[src/sv/vsbc_pkg.sv]
// Package for the video shot boundary classifier.
// Holds the shared widths, the result and push types and the register indexes.
// No dependencies.
`default_nettype none

package vsbc_pkg;

  // Width of the internal frame counter and distances.
  localparam int unsigned FRAME_IDX_W = 20;
  // Width of the frame_number field in each result.
  localparam int unsigned FRAME_NUM_W = 20;
  // Compare width for distance against the gap register.
  localparam int unsigned GAP_W = 10;
  localparam int unsigned DIST_CMP_W = (FRAME_IDX_W > GAP_W) ? FRAME_IDX_W : GAP_W;

  localparam int unsigned DIFF_W = 16;
  localparam int unsigned THRESH_W = 16;
  localparam int unsigned CFG_DATA_W = 16;
  localparam int unsigned CFG_IDX_W = 2;

  // Result queue between front and back.
  localparam int unsigned QDEPTH = 4;
  localparam int unsigned QPTR_W = $clog2(QDEPTH);
  localparam int unsigned QCNT_W = QPTR_W + 1;

  // Output stream payload width: frame_number, new_shot, was_uncertain, padded to bytes.
  localparam int unsigned OUT_FIELDS_W = FRAME_NUM_W + 2;
  localparam int unsigned OUT_TDATA_W = ((OUT_FIELDS_W + 7) / 8) * 8;
  localparam int unsigned IN_TDATA_W = ((DIFF_W + 7) / 8) * 8;

  // Configuration register indexes.
  typedef enum logic [CFG_IDX_W-1:0] {
    CFG_UPPER_THRESHOLD = 2'd0,
    CFG_LOWER_THRESHOLD = 2'd1,
    CFG_MIN_SHOT_GAP    = 2'd2
  } cfg_idx_e;

  // One decision leaving the block.
  typedef struct packed {
    logic [FRAME_NUM_W-1:0] frame_number;
    logic                   new_shot;
    logic                   was_uncertain;
    logic                   run_end;
  } result_t;

  // What the front hands to the queue on one accepted beat.
  typedef struct packed {
    logic [1:0] count;  // zero, one or two results
    result_t    first;
    result_t    second;
  } push_t;

endpackage

`default_nettype wire

[src/sv/video_shot_boundary_classifier.sv]
// Shot boundary classifier, top level: connects front, result queue and back.
// Depends on vsbc_pkg, vsbc_front, vsbc_queue and vsbc_back.
//
// Each input beat carries one frame's complexity difference (Q8.8) with tlast
// marking the last frame of a sequence. Every beat yields zero, one or two
// result beats; tlast on the output marks the last result caused by one input.
// An uncertain frame is held until the next uncertain frame or the end of the
// sequence decides it, so results can leave out of frame order. The block
// takes one input beat per clock cycle; the output register drains one result
// per cycle while the sink is ready, so a run of two-result beats is paced by that drain
// through the four-entry result queue, and input is held off while fewer than two
// entries are free. Results pass through the queue and then the output register.
`default_nettype none

module video_shot_boundary_classifier
  import vsbc_pkg::*;
(
  input  wire logic                   clk_i,
  input  wire logic                   rst_ni,
  // Configuration write port
  input  wire logic                   cfg_we_i,
  input  wire logic [CFG_IDX_W-1:0]   cfg_idx_i,
  input  wire logic [CFG_DATA_W-1:0]  cfg_data_i,
  // Input stream
  input  wire logic                   s_axis_tvalid,
  output logic                        s_axis_tready,
  input  wire logic [IN_TDATA_W-1:0]  s_axis_tdata,   // [15:0] difference
  input  wire logic                   s_axis_tlast,   // final_frame
  // Output stream
  output logic                        m_axis_tvalid,
  input  wire logic                   m_axis_tready,
  output logic [OUT_TDATA_W-1:0]      m_axis_tdata,   // [19:0] frame_number, [20] new_shot,
                                                      // [21] was_uncertain, rest zero
  output logic                        m_axis_tlast    // run_end
);

  push_t   push;
  logic    q_space, q_not_empty, q_pop;
  result_t q_head, out_res;

  vsbc_front u_front (
    .clk_i      (clk_i),
    .rst_ni     (rst_ni),
    .cfg_we_i   (cfg_we_i),
    .cfg_idx_i  (cfg_idx_i),
    .cfg_data_i (cfg_data_i),
    .in_valid_i (s_axis_tvalid),
    .in_diff_i  (s_axis_tdata[DIFF_W-1:0]),
    .in_final_i (s_axis_tlast),
    .in_ready_o (s_axis_tready),
    .q_space_i  (q_space),
    .push_o     (push)
  );

  vsbc_queue u_queue (
    .clk_i       (clk_i),
    .rst_ni      (rst_ni),
    .push_i      (push),
    .space_o     (q_space),
    .pop_i       (q_pop),
    .not_empty_o (q_not_empty),
    .head_o      (q_head)
  );

  vsbc_back u_back (
    .clk_i         (clk_i),
    .rst_ni        (rst_ni),
    .q_not_empty_i (q_not_empty),
    .q_head_i      (q_head),
    .q_pop_o       (q_pop),
    .out_valid_o   (m_axis_tvalid),
    .out_ready_i   (m_axis_tready),
    .out_res_o     (out_res)
  );

  // Pack the result fields, lowest field first.
  assign m_axis_tdata = OUT_TDATA_W'({out_res.was_uncertain, out_res.new_shot,
                                      out_res.frame_number});
  assign m_axis_tlast = out_res.run_end;

endmodule

`default_nettype wire

[src/sv/vsbc_front.sv]
// Front end of the classifier: configuration registers, sequence state and
// the per-frame decision logic. Depends on vsbc_pkg.
`default_nettype none

module vsbc_front
  import vsbc_pkg::*;
(
  input  wire logic                  clk_i,
  input  wire logic                  rst_ni,
  // Configuration write port
  input  wire logic                  cfg_we_i,
  input  wire logic [CFG_IDX_W-1:0]  cfg_idx_i,
  input  wire logic [CFG_DATA_W-1:0] cfg_data_i,
  // Input beat
  input  wire logic                  in_valid_i,
  input  wire logic [DIFF_W-1:0]     in_diff_i,
  input  wire logic                  in_final_i,
  output logic                       in_ready_o,
  // Queue side
  input  wire logic                  q_space_i,
  output push_t                      push_o
);

  logic [THRESH_W-1:0]    upper_q, lower_q;
  logic [GAP_W-1:0]       gap_q;
  logic [FRAME_IDX_W-1:0] frame_q, frame_d;
  logic [FRAME_IDX_W-1:0] last_firm_q, last_firm_d;
  logic                   pend_valid_q, pend_valid_d;
  logic [FRAME_IDX_W-1:0] pend_frame_q, pend_frame_d;
  logic [FRAME_IDX_W-1:0] pend_dist_q, pend_dist_d;

  logic                   accept;
  logic                   is_first, is_second, above, below, firm, firm_shot;
  logic [FRAME_IDX_W-1:0] cur_dist;
  logic                   gap_shot;
  result_t                cur_res, pend_res;
  push_t                  push;

  // Configuration registers are to be written while the block is idle; the block itself does not enforce this.
  always_ff @(posedge clk_i or negedge rst_ni) begin
    if (!rst_ni) begin
      upper_q <= '1;
      lower_q <= '0;
      gap_q   <= GAP_W'(30);
    end else if (cfg_we_i) begin
      unique case (cfg_idx_e'(cfg_idx_i))
        CFG_UPPER_THRESHOLD: upper_q <= THRESH_W'(cfg_data_i);
        CFG_LOWER_THRESHOLD: lower_q <= THRESH_W'(cfg_data_i);
        CFG_MIN_SHOT_GAP:    gap_q   <= GAP_W'(cfg_data_i);
        default: ;
      endcase
    end
  end

  assign in_ready_o = q_space_i;
  assign accept     = in_valid_i && q_space_i;

  // Classification of the current frame.
  assign is_first  = (frame_q == '0);
  assign is_second = (frame_q == FRAME_IDX_W'(1));
  assign above     = (in_diff_i > upper_q);
  assign below     = (in_diff_i < lower_q);
  assign firm      = is_first || is_second || above || below;
  assign firm_shot = is_first || (!is_second && above);
  assign cur_dist  = frame_q - last_firm_q;
  assign gap_shot  = (DIST_CMP_W'(pend_dist_q) > DIST_CMP_W'(gap_q)) &&
                     (DIST_CMP_W'(cur_dist) > DIST_CMP_W'(gap_q));

  // Build the results and the next sequence state.
  always_comb begin
    cur_res.frame_number  = FRAME_NUM_W'(frame_q);
    cur_res.new_shot      = firm ? firm_shot : 1'b0;
    cur_res.was_uncertain = !firm;
    cur_res.run_end       = 1'b1;

    pend_res.frame_number  = FRAME_NUM_W'(pend_frame_q);
    pend_res.new_shot      = firm ? 1'b0 : gap_shot;
    pend_res.was_uncertain = 1'b1;
    pend_res.run_end       = 1'b0;

    push.count  = 2'd0;
    push.first  = cur_res;
    push.second = cur_res;

    frame_d      = frame_q + FRAME_IDX_W'(1);
    last_firm_d  = last_firm_q;
    pend_valid_d = pend_valid_q;
    pend_frame_d = pend_frame_q;
    pend_dist_d  = pend_dist_q;

    if (firm) begin
      // A firm frame always yields its own result; a held frame leaves only at the end.
      if (firm_shot) begin
        last_firm_d = frame_q;
      end
      if (in_final_i && pend_valid_q) begin
        push.count  = 2'd2;
        push.first  = pend_res;
      end else begin
        push.count = 2'd1;
      end
    end else begin
      // Uncertain frame: settle the held one, then hold or flush this one.
      if (pend_valid_q && in_final_i) begin
        push.count = 2'd2;
        push.first = pend_res;
      end else if (pend_valid_q) begin
        push.count = 2'd1;
        push.first = pend_res;
        push.first.run_end = 1'b1;
      end else if (in_final_i) begin
        push.count = 2'd1;
      end
      pend_valid_d = !in_final_i;
      pend_frame_d = frame_q;
      pend_dist_d  = cur_dist;
    end

    // End of sequence returns to frame zero with nothing held.
    if (in_final_i) begin
      frame_d      = '0;
      last_firm_d  = '0;
      pend_valid_d = 1'b0;
      pend_frame_d = '0;
      pend_dist_d  = '0;
    end

    if (!accept) begin
      push.count = 2'd0;
    end
  end

  assign push_o = push;

  // Sequence state.
  always_ff @(posedge clk_i or negedge rst_ni) begin
    if (!rst_ni) begin
      frame_q      <= '0;
      last_firm_q  <= '0;
      pend_valid_q <= 1'b0;
      pend_frame_q <= '0;
      pend_dist_q  <= '0;
    end else if (accept) begin
      frame_q      <= frame_d;
      last_firm_q  <= last_firm_d;
      pend_valid_q <= pend_valid_d;
      pend_frame_q <= pend_frame_d;
      pend_dist_q  <= pend_dist_d;
    end
  end

endmodule

`default_nettype wire

[src/sv/vsbc_queue.sv]
// Short result queue between front and back: takes up to two results a cycle
// and hands out one. Depends on vsbc_pkg.
`default_nettype none

module vsbc_queue
  import vsbc_pkg::*;
(
  input  wire logic clk_i,
  input  wire logic rst_ni,
  input  wire push_t push_i,
  output logic      space_o,
  input  wire logic pop_i,
  output logic      not_empty_o,
  output result_t   head_o
);

  result_t           mem_q [QDEPTH];
  logic [QPTR_W-1:0] wr_ptr_q, rd_ptr_q, wr_ptr_next;
  logic [QCNT_W-1:0] count_q;
  logic              do_pop;

  assign wr_ptr_next = wr_ptr_q + QPTR_W'(1);
  assign do_pop      = pop_i && (count_q != '0);
  assign not_empty_o = (count_q != '0);
  assign head_o      = mem_q[rd_ptr_q];
  // Room for a full two-result beat, ignoring a pop in the same cycle.
  assign space_o     = (count_q <= QCNT_W'(QDEPTH - 2));

  // Storage writes.
  always_ff @(posedge clk_i) begin
    if (push_i.count != 2'd0) begin
      mem_q[wr_ptr_q] <= push_i.first;
    end
    if (push_i.count == 2'd2) begin
      mem_q[wr_ptr_next] <= push_i.second;
    end
  end

  // Pointers and fill count.
  always_ff @(posedge clk_i or negedge rst_ni) begin
    if (!rst_ni) begin
      wr_ptr_q <= '0;
      rd_ptr_q <= '0;
      count_q  <= '0;
    end else begin
      wr_ptr_q <= wr_ptr_q + QPTR_W'(push_i.count);
      if (do_pop) begin
        rd_ptr_q <= rd_ptr_q + QPTR_W'(1);
      end
      count_q <= count_q + QCNT_W'(push_i.count) - QCNT_W'(do_pop);
    end
  end

endmodule

`default_nettype wire

[src/sv/vsbc_back.sv]
// Back end of the classifier: output register that drains the result queue
// onto the master stream. Depends on vsbc_pkg.
`default_nettype none

module vsbc_back
  import vsbc_pkg::*;
(
  input  wire logic     clk_i,
  input  wire logic     rst_ni,
  input  wire logic     q_not_empty_i,
  input  wire result_t  q_head_i,
  output logic          q_pop_o,
  output logic          out_valid_o,
  input  wire logic     out_ready_i,
  output result_t       out_res_o
);

  logic    valid_q;
  result_t res_q;
  logic    load;

  // Refill whenever the register is empty or its beat is being taken.
  assign load    = q_not_empty_i && (!valid_q || out_ready_i);
  assign q_pop_o = load;

  always_ff @(posedge clk_i or negedge rst_ni) begin
    if (!rst_ni) begin
      valid_q <= 1'b0;
    end else if (load) begin
      valid_q <= 1'b1;
    end else if (out_ready_i) begin
      valid_q <= 1'b0;
    end
  end

  always_ff @(posedge clk_i) begin
    if (load) begin
      res_q <= q_head_i;
    end
  end

  assign out_valid_o = valid_q;
  assign out_res_o   = res_q;

endmodule

`default_nettype wire

[config.mk]
export PLATFORM = sky130hd
export DESIGN_NAME = video_shot_boundary_classifier
export DESIGN_NICKNAME = d
export VERILOG_FILES = /design/src/sv/vsbc_pkg.sv /design/src/sv/video_shot_boundary_classifier.sv /design/src/sv/vsbc_front.sv /design/src/sv/vsbc_queue.sv /design/src/sv/vsbc_back.sv
export SDC_FILE = /design/constraint.sdc
export NUM_CORES = 1
export LEC_CHECK = 0
export BUFFER_PORTS_ARGS = -buffer_cell sky130_fd_sc_hd__buf_4
export CAP_MARGIN = 20
export CORE_MARGIN = 4
export CORE_UTILIZATION = 35
export CTS_BUF_LIST = sky130_fd_sc_hd__clkbuf_2
export DETAILED_ROUTE_END_ITERATION = 10
export GPL_ROUTABILITY_DRIVEN = 0
export PLACE_DENSITY = 0.49
export SETUP_SLACK_MARGIN = 0.1
export SLEW_MARGIN = 20
export SYNTH_ARGS = -nofsm -noshare
export SYNTH_HDL_FRONTEND = slang
export SYNTH_HIERARCHICAL = 1
export SYNTH_SLANG_ARGS = --single-unit
[constraint.sdc]
create_clock -name clk_i -period 4.3 [get_ports clk_i]
set_input_delay 0.86 -clock clk_i [delete_from_list [all_inputs] [get_ports clk_i]]
set_output_delay 0.86 -clock clk_i [all_outputs]
set_load 0.02 [all_outputs]
# Word level (Yosys, flattened, before mapping)
# Memory sizes are Yosys's and may differ from the RTL's. A register that Yosys moved wholly into a read port is not among the register bits.
# Cells that the tools add are included.
word_totals:
  ramBits: 92
  in_bits: 40
  reg_bits: 131
  output_inout_bits: 27
  word_cells: 83
  memories: 1
op_classes:
  eq_ne: 5
  mux: 26
  addsub: 7
  reduce_logical: 27
  n_lt_le_gt_ge: 5
mem_list:
  columns: ["memory", "depth", "word_bits", "rd", "rd_ports_with_merged_regs", "wr", "line", "text"]
  rows:
  - ["u_queue.mem_q", 4, 23, 1, 1, 2, "vsbc_queue.sv:17", "result_t mem_q [QDEPTH];"]
op_table:
  columns: ["cell", "n"]
  rows:
  - ["20-bit 2-to-1 mux", 8]
  - ["25-bit 2-to-1 mux", 2]
  - ["23-bit 2-to-1 mux", 2]
  - ["20-bit by 10-bit > comparator with 1-bit output", 2]
  - ["20-bit by 1-bit adder with 20-bit output (second input constant)", 1]
  - ["20-bit by 1-bit equality test with 1-bit output (second input constant)", 1]
  - ["20-bit zero test", 1]
  - ["20-bit subtractor", 1]
  - ["16-bit > comparator", 1]
  - ["16-bit < comparator", 1]
  - ["1-bit 2-to-1 mux", 11]
  - ["2-bit AND reduction", 4]
  - ["2-bit nonzero test", 4]
  - ["1-bit logical AND", 6]
  - ["2-bit 2-to-1 mux", 3]
  - ["1-bit logical OR", 5]
  - ["2-bit by 1-bit adder with 2-bit output (second input constant)", 2]
  - ["2-bit equality test (second input constant)", 2]
  - ["1-bit zero test", 4]
  - ["3-bit by 2-bit adder with 3-bit output", 1]
  - ["3-bit by 2-bit less-or-equal comparator with 1-bit output (second input constant)", 1]
  - ["3-bit AND reduction", 1]
  - ["3-bit nonzero test", 1]
  - ["3-bit by 1-bit subtractor with 3-bit output", 1]
  - ["4 further kinds", 4]

# Longest topological paths before layout
# Gate-level depths: netlist of run 1.
depth:
  ltp_word: 12
  depth_mapped: 20
  mapped_depth_nobuf: 20

# Hierarchy
# The synthesis of run 1 kept the hierarchy.
modules_own_cells:
  columns: ["mod", "cells_each", "n_inst", "area_each_um2", "seq_area_each_um2"]
  rows:
  - ["vsbc_front", 741, 1, 7467.2, 3103.0]
  - ["vsbc_queue", 267, 1, 4928.5, 2937.8]
  - ["vsbc_back", 27, 1, 734.5, 715.7]
  - ["video_shot_boundary_classifier", 3, 1, 18.8, 0.0]

# Least setup slack after synthesis of run 1
# No wires, ideal clock.
synth_path:
  path_type: "input to register"
  from: "input s_axis_tdata[12]"
  to: "memory u_queue/mem_q[2][0] (netlist name) (enable)"
  path_buffers: 0
  arrival_ps: 4235
  slack_ps: -346
  setup_time_ps: 411
  path_stages: 9
  required_time_ps: 3889
  path_cell_list: "ha_1 -> nand4_1 -> nor4_1 -> a21oi_1 -> a221oi_4 -> or2_1 -> a21oi_1 -> or3b_2 -> a21oi_1"
synth_rtl:
  columns: ["item", "line", "text"]
  rows:
  - ["start: declaration", "video_shot_boundary_classifier.sv:27", "input wire logic [IN_TDATA_W-1:0] s_axis_tdata,"]
  - ["end: declaration", "vsbc_queue.sv:17", null]

==> results of run 1 <==
## cell type report
class	count	area, µm²
timing repair buffer	126	1090
sequential	246	6760
antenna	1	2.50
inverter	79	297
tap	504	631
clock inverter	15	198
fill	3473	21400
multi-input combinational	661	5920
clock buffer	111	556
## cells in the mapped netlist, types with 5 or more instances
cell type / n
buf_2: 19
nor4_1: 8
nor3_1: 7
buf_4: 8
nand3_1: 9
o211ai_1: 6
dfrtp_1: 111
mux2_4: 5
clkbuf_1: 20
dfstp_2: 20
and3_1: 10
a21o_1: 10
nor2_1: 40
nand4_1: 12
nor2b_1: 6
nand2_1: 51
o21ai_0: 40
a211oi_1: 6
xor2_1: 17
o21ai_1: 5
nand2b_1: 10
a21oi_1: 39
edfxtp_1: 115
buf_6: 5
a22o_1: 58
mux2_2: 112
ha_1: 79
mux2_1: 22
xnor2_1: 16
mux4_2: 23
and2_1: 6
inv_1: 77
## power by group through the flow
stage / logic, mW / clock network [mW] / registers (mW)
2_1_floorplan: 1.98 / 0 / 3.38
3_5_place_dp: 3.26 / 0 / 3.28
4_1_cts: 3.37 / 2.11 / 3.23
5_1_grt: 3.77 / 2.24 / 3.28
3_3_place_gp: 3.25 / 0 / 3.27
6_report: 3.44 / 2.02 / 3.23
## through the flow
step                      worst slack [ps]  cell area, µm²  utilization  hold slack (ps)  power (mW)
after floorplan                        149           13200            -              457        5.36
after global placement                8.78           14600        0.395              480        6.53
after detailed placement             -76.2           14600        0.395              483        6.54
after CTS                              111           15400        0.417             56.8        8.72
after global routing                 -87.4           15400        0.419             92.9        9.29
final                                  124           15400        0.419              176        8.68
## worst paths after layout
kind                                            to  cells past startpoint               startpoint
min reg2reg                u_front/pend_frame_q[8]                      1  u_front/pend_frame_q[8]
max in group asynchronous  u_front/last_firm_q[11]                      3                   rst_ni
max reg2reg                    u_queue/mem_q[3][2]                     20       u_front/frame_q[0]
min                            u_front/upper_q[10]                      3           cfg_data_i[10]
min in group asynchronous       u_queue/count_q[2]                      2                   rst_ni
max                            u_queue/mem_q[3][2]                     20       u_front/frame_q[0]
## per-layer routing
layer  vias up  share of wire  global-route usage
li1       4187              -                   -
met1      4356           0.49               0.228
met4         0          0.021              0.0549
met5         -              0                   0
met2       174           0.45               0.249
met3        55          0.040              0.0339
## registers in the layout (all words and copies together) (netlist names), 10 cells and up
name and cells:
u_front/pend_dist_q 20, u_front/upper_q 16, u_front/last_firm_q 20, u_queue/mem_q 92, u_front/gap_q 10, u_front/frame_q 20
u_front/lower_q 16, u_front/pend_frame_q 20, u_back/out_res_o 23
## what timing repair did
item                       in CTS  in global routing
hold endpoints to repair       40                  0
pin swaps                       6                 15
buffers inserted                1                  3
resized for setup               5                 14
hold buffers                    1                  0
setup endpoints to repair       4                  4
## critical path, stage by stage (launching register included)
cell,delay [ps]
dfrtp_1,400
inv_2,80
ha_4,130
inv_2,40
fa_2,360
a21oi_2,180
o21ai_2,70
a21oi_2,170
o21bai_1,90
a21oi_1,170
xnor2_1,170
ha_1,280
nand4_1,90
nor2_2,60
a21oi_1,120
nand3_1,100
a22oi_1,160
or4b_4,500
nor4_4,310
a31oi_4,160
mux2_4,290
## cell families (layout without fill, tap and decap cells)
kind of cell,count (synthesis),in the layout,synth area share
compound gates,197,197,0.105
xor+xnor,33,33,0.0220
other cells,2,4,0.000571
mux,165,165,0.162
fa+ha+maj,81,81,0.0782
buf+inv,132,331,0.0447
simple gates,182,182,0.0735
flops,246,246,0.514
==> metrics.cfg, run 1 <==
[status]
outcome = completed

[die]
dieArea_mm2 = 0.0407
die_x_um = 202
num_rows = 70
ioPinCount = 67
core_area_mm2 = 0.0369
die_y_um = 202
initial_core_util = 0.357

[routing]
wirelength_mm = 32.7
drt_iter0_drc = 394
wire_per_inst_um = 18.8
drc = 0
ant_nets = 0
viasPerCell = 5.03
via_count = 8772
drt_pre_antenna_iters = 5

[logic_synthesis]
synth.avg_cell_area_um2 = 12.7
synth_edf_count = 115
ys_async_sr_fraction = 0.533
yosysUniqueCellTypes = 72
synthFlopType = edfxtp_1
synth_cells = 1038
synth_top_area_share = 0.263
ys_ff_latch = 246
ys_top_cells_by_area = edfxtp_1, dfrtp_1, mux2_2
yosys_warnings = 6
yosys.area.top_type = edfxtp_1
syn_area_mm2 = 0.0131
synth-seq-area-share = 0.514

[power_and_ir_drop]
p_sw_mw = 3.13
p_seq_frac = 0.372
sw_frac_of_total = 0.360
p_leak_nw = 6.81
p_clk_frac = 0.232
ir_drop_mv = 0.213
power.internal_mw = 5.55
combPwrFrac = 0.396
p_per_area_mw_per_mm2 = 562

[grt]
grt_max_degree = 79
overflow = 0
antenna_found_initial = 1
grt_pass1_vias = 9149
track_usage = 0.162
grt_pass1_wl_mm = 52.3

[setup_path]
worstSetupPathType = reg -> reg
arrival_ps = 4820
crit_required_ps = 4950
path_max_fanout = 4
cp-end-kind = flip-flop
r2r_slack_ps = 120
startpoint_type = flip-flop

[clock_network]
cts_tree = done
ctsRootBufferMaster = clkbuf_2
clockBufferDepth = 3
path_clk_slew_ps = 110
cts_buffers = 69
clock_latency_ps = 940
clkSinkCount = 246
cts_htree_levels = 3

[sta]
grt_setup_unrepaired = true
skew_ps = 115
tightest_slew_ps = 981
fmax_ghz = 0.239
final.min_clock_period_ps = 4180
setup_tns_ps = 0
hold_viol = 0
relSlewSlack = 0.344
drv_slew = 0
setup_viol = 0
fin_crit_sh = 0.971

[layout]
layout_commonest_cell = edfxtp_1
layout-drive-gt1-share = 0.351
final_cell_count_no_fill = 1743
area_growth_pct = 17.5
nNetsFinal = 1304
final_cell_mix = edfxtp_1, buf_4, mux2_2, clkbuf_2, dfrtp_1

[flow_run]
max_cap_violations = 0

[place]
io_buffers = 64
dpl.hpwl_mm = 21.3
place_inst = 1611

[hold_path]
hp-class = in -> reg

(Power assumes the default switching activity.)
==> run 2, diff against run 1 <==
GPL_TIMING_DRIVEN = 0   (was not set)
RECOVER_POWER = 50   (was not set)
==> run 2 against run 1 <==
  * The run now ends with capacitance limit, slew limit left
  * Clock power fell by 6%
  * Sequential share of layout area rose by 0.059 points
  * Final area barely moved
  * Critical endpoint is now u_queue/mem_q[0][2]
==> metrics.cfg, run 2 (synthesis results as in run 1) <==
[setup_path]
path_max_fanout = 4
crit_required_ps = 4920
max_stage_delay_ps = 490
cp-end-kind = flip-flop
path_cells = inv_2 > ha_4 > inv_2 > fa_2 > a21oi_2 > o21ai_1 > a21oi_2 > buf_4 > buf_4 > xnor2_1 > ha_1 > nand4_1 > nor2_2 > a21oi_2 > nand3_2 > a22oi_2 > or4b_4 > nor4_4 > a31oi_4 > mux2_4
cp_top_family = simple AND/OR/NAND/NOR gates
crit_buf_inv = 4
arrival_ps = 4880
worstSetupPathType = reg -> reg
cp_common_cell = a21oi_2
critPathSlowestCell = or4b_4
startpoint_type = flip-flop

[power_and_ir_drop]
p_clk_frac = 0.223
p_leak_nw = 6.72
ir_drop_mv = 0.215
sw_frac_of_total = 0.366
p_seq_frac = 0.379
p_sw_mw = 3.11
combPwrFrac = 0.398
power.internal_mw = 5.40
p_per_area_mw_per_mm2 = 551

[layout]
fillers = 3604
largest_register_ffs = 92
area_growth_pct = 17.4
nNetsFinal = 1331
layout_commonest_cell = clkbuf_2
layout-drive-gt1-share = 0.334
regArea_mm2 = 0.00676
regMostFlops = u_queue/mem_q
multi_input_area_mm2 = 0.00601
final_util = 0.419
final_cell_mix = clkbuf_2, edfxtp_1, mux2_2, dfrtp_1

[grt]
track_usage = 0.163
antenna_found_initial = 1
grt_pass1_wl_mm = 52.3
grt_max_degree = 91
overflow = 0
grt_pass1_vias = 9263

[clock_network]
clkSinkCount = 246
cts_buffers = 72
ctsRootBufferMaster = clkbuf_2
path_clk_slew_ps = 110
cts_htree_levels = 3
clock_latency_ps = 900
clockBufferDepth = 3
cts_tree = done

[sta]
hold_viol = 0
grt_setup_unrepaired = true
drv_slew = 68
skew_ps = 58.8
fmax_ghz = 0.235
relSlewSlack = -0.805
tightest_slew_ps = 2710
final.min_clock_period_ps = 4260
setup_viol = 0
fin_crit_sh = 0.991
finalWorstSetupSlack_ps = 38.8

[status]
outcome = finished, violations left
violations = capacitance limit, slew limit

[hold_path]
hp-class = in -> reg

[place]
dpl.hpwl_mm = 21.9
place_ws_ps = -759
io_buffers = 64

[routing]
wirelength_mm = 32.5
drc = 0
via_count = 8808
ant_nets = 0
viasPerCell = 4.98
wire_per_inst_um = 18.4
drt_pre_antenna_iters = 4
drt_iter0_drc = 507

[die]
initial_core_util = 0.357
core_area_mm2 = 0.0369
die_y_um = 202
num_rows = 70
die_x_um = 202
ioPinCount = 67
dieArea_mm2 = 0.0407

[flow_run]
max_cap_violations = 2

==> run 2: cell types whose count changed in the layout (fill, tap and decap cells not counted), sizes merged <==
cell | before | now
buf | 125 | 98
bufinv | 5 | 3
clkinvlp | 0 | 1
clkbuf | 111 | 166
==> run 2: worst reg2reg max path, delay by kind of cell (launching register included) <==
kind / cells / cell delay (ps)
AND/OR/NAND/NOR: 5 / 1020
AO/OA/AOI/OAI: 6 / 890
adder cells (fa/ha/maj): 3 / 810
flip-flops: 1 / 430
buffers and inverters: 4 / 340
multiplexers: 1 / 300
XOR/XNOR: 1 / 210
==> run 2: worst paths after layout <==
| check | depth (start not counted) | endpoint | from | slack, ps |
|---|---|---|---|---|
| max | 20 | u_queue/mem_q[0][2] | u_front/frame_q[0] | 40 |
| min | 3 | u_front/upper_q[13] | cfg_data_i[13] | 200 |
| max reg2reg | 20 | u_queue/mem_q[0][2] | u_front/frame_q[0] | 40 |
| min reg2reg | 1 | u_front/pend_frame_q[9] | u_front/pend_frame_q[9] | 500 |
| max in group asynchronous | 2 | u_front/frame_q[3] | rst_ni | 1180 |
| min in group asynchronous | 2 | u_queue/wr_ptr_q[1] | rst_ni | 1390 |
==> run 2: through the flow <==
stage / power, mW / instance area [µm²] / TNS [ps] / cells / hold WS (ps)
floorplan: 5.36 / 13200 / 0 / 1039 / 457
global placement: 6.33 / 14300 / -170810 / 1607 / 482
detailed placement: 6.42 / 14400 / -109110 / 1612 / 483
CTS: 8.67 / 15400 / 0 / 1754 / 71.3
global route: 9.19 / 15400 / -615 / 1770 / 133
finish: 8.51 / 15400 / 0 / 1770 / 202
==> run 2: power by group through the flow <==
stage                     registers, mW  logic [mW]  clock network (mW)
after CTS                          3.23        3.43                2.01
after global placement             3.29        3.04                   0
after floorplan                    3.38        1.98                   0
after global routing               3.27        3.78                2.14
after detailed placement           3.29        3.13                   0
final                              3.23        3.39                1.90
==> run 2: area by class of cell <==
cell class | count | area share
Sequential cell | 246 | 0.438
Multi-Input combinational cell | 661 | 0.389
Timing Repair Buffer | 97 | 0.0475
Tap cell | 504 | 0.0408
Clock buffer | 115 | 0.0373
Inverter | 79 | 0.0192
Buffer | 53 | 0.0189
Clock inverter | 14 | 0.00875
Antenna cell | 1 | 0.000162
==> run 2: timing repair <==
item                                    4_1_cts  5_1_grt
cloned                                        0        0
pin swaps                                    15       24
hold buffers                                  1        0
resized for setup                            28       14
buffers inserted                             12       15
endpoints found under the setup margin      177      116
hold endpoints to repair                     41        0
==> run 2: per-layer routing <==
metal | track usage | vias to the layer above | wire (µm)
li1 | - | 4237 | -
met1 | 0.223 | 4357 | 15300
met2 | 0.259 | 164 | 15200
met3 | 0.0364 | 50 | 1430
met4 | 0.0535 | 0 | 579
met5 | 0 | - | 0
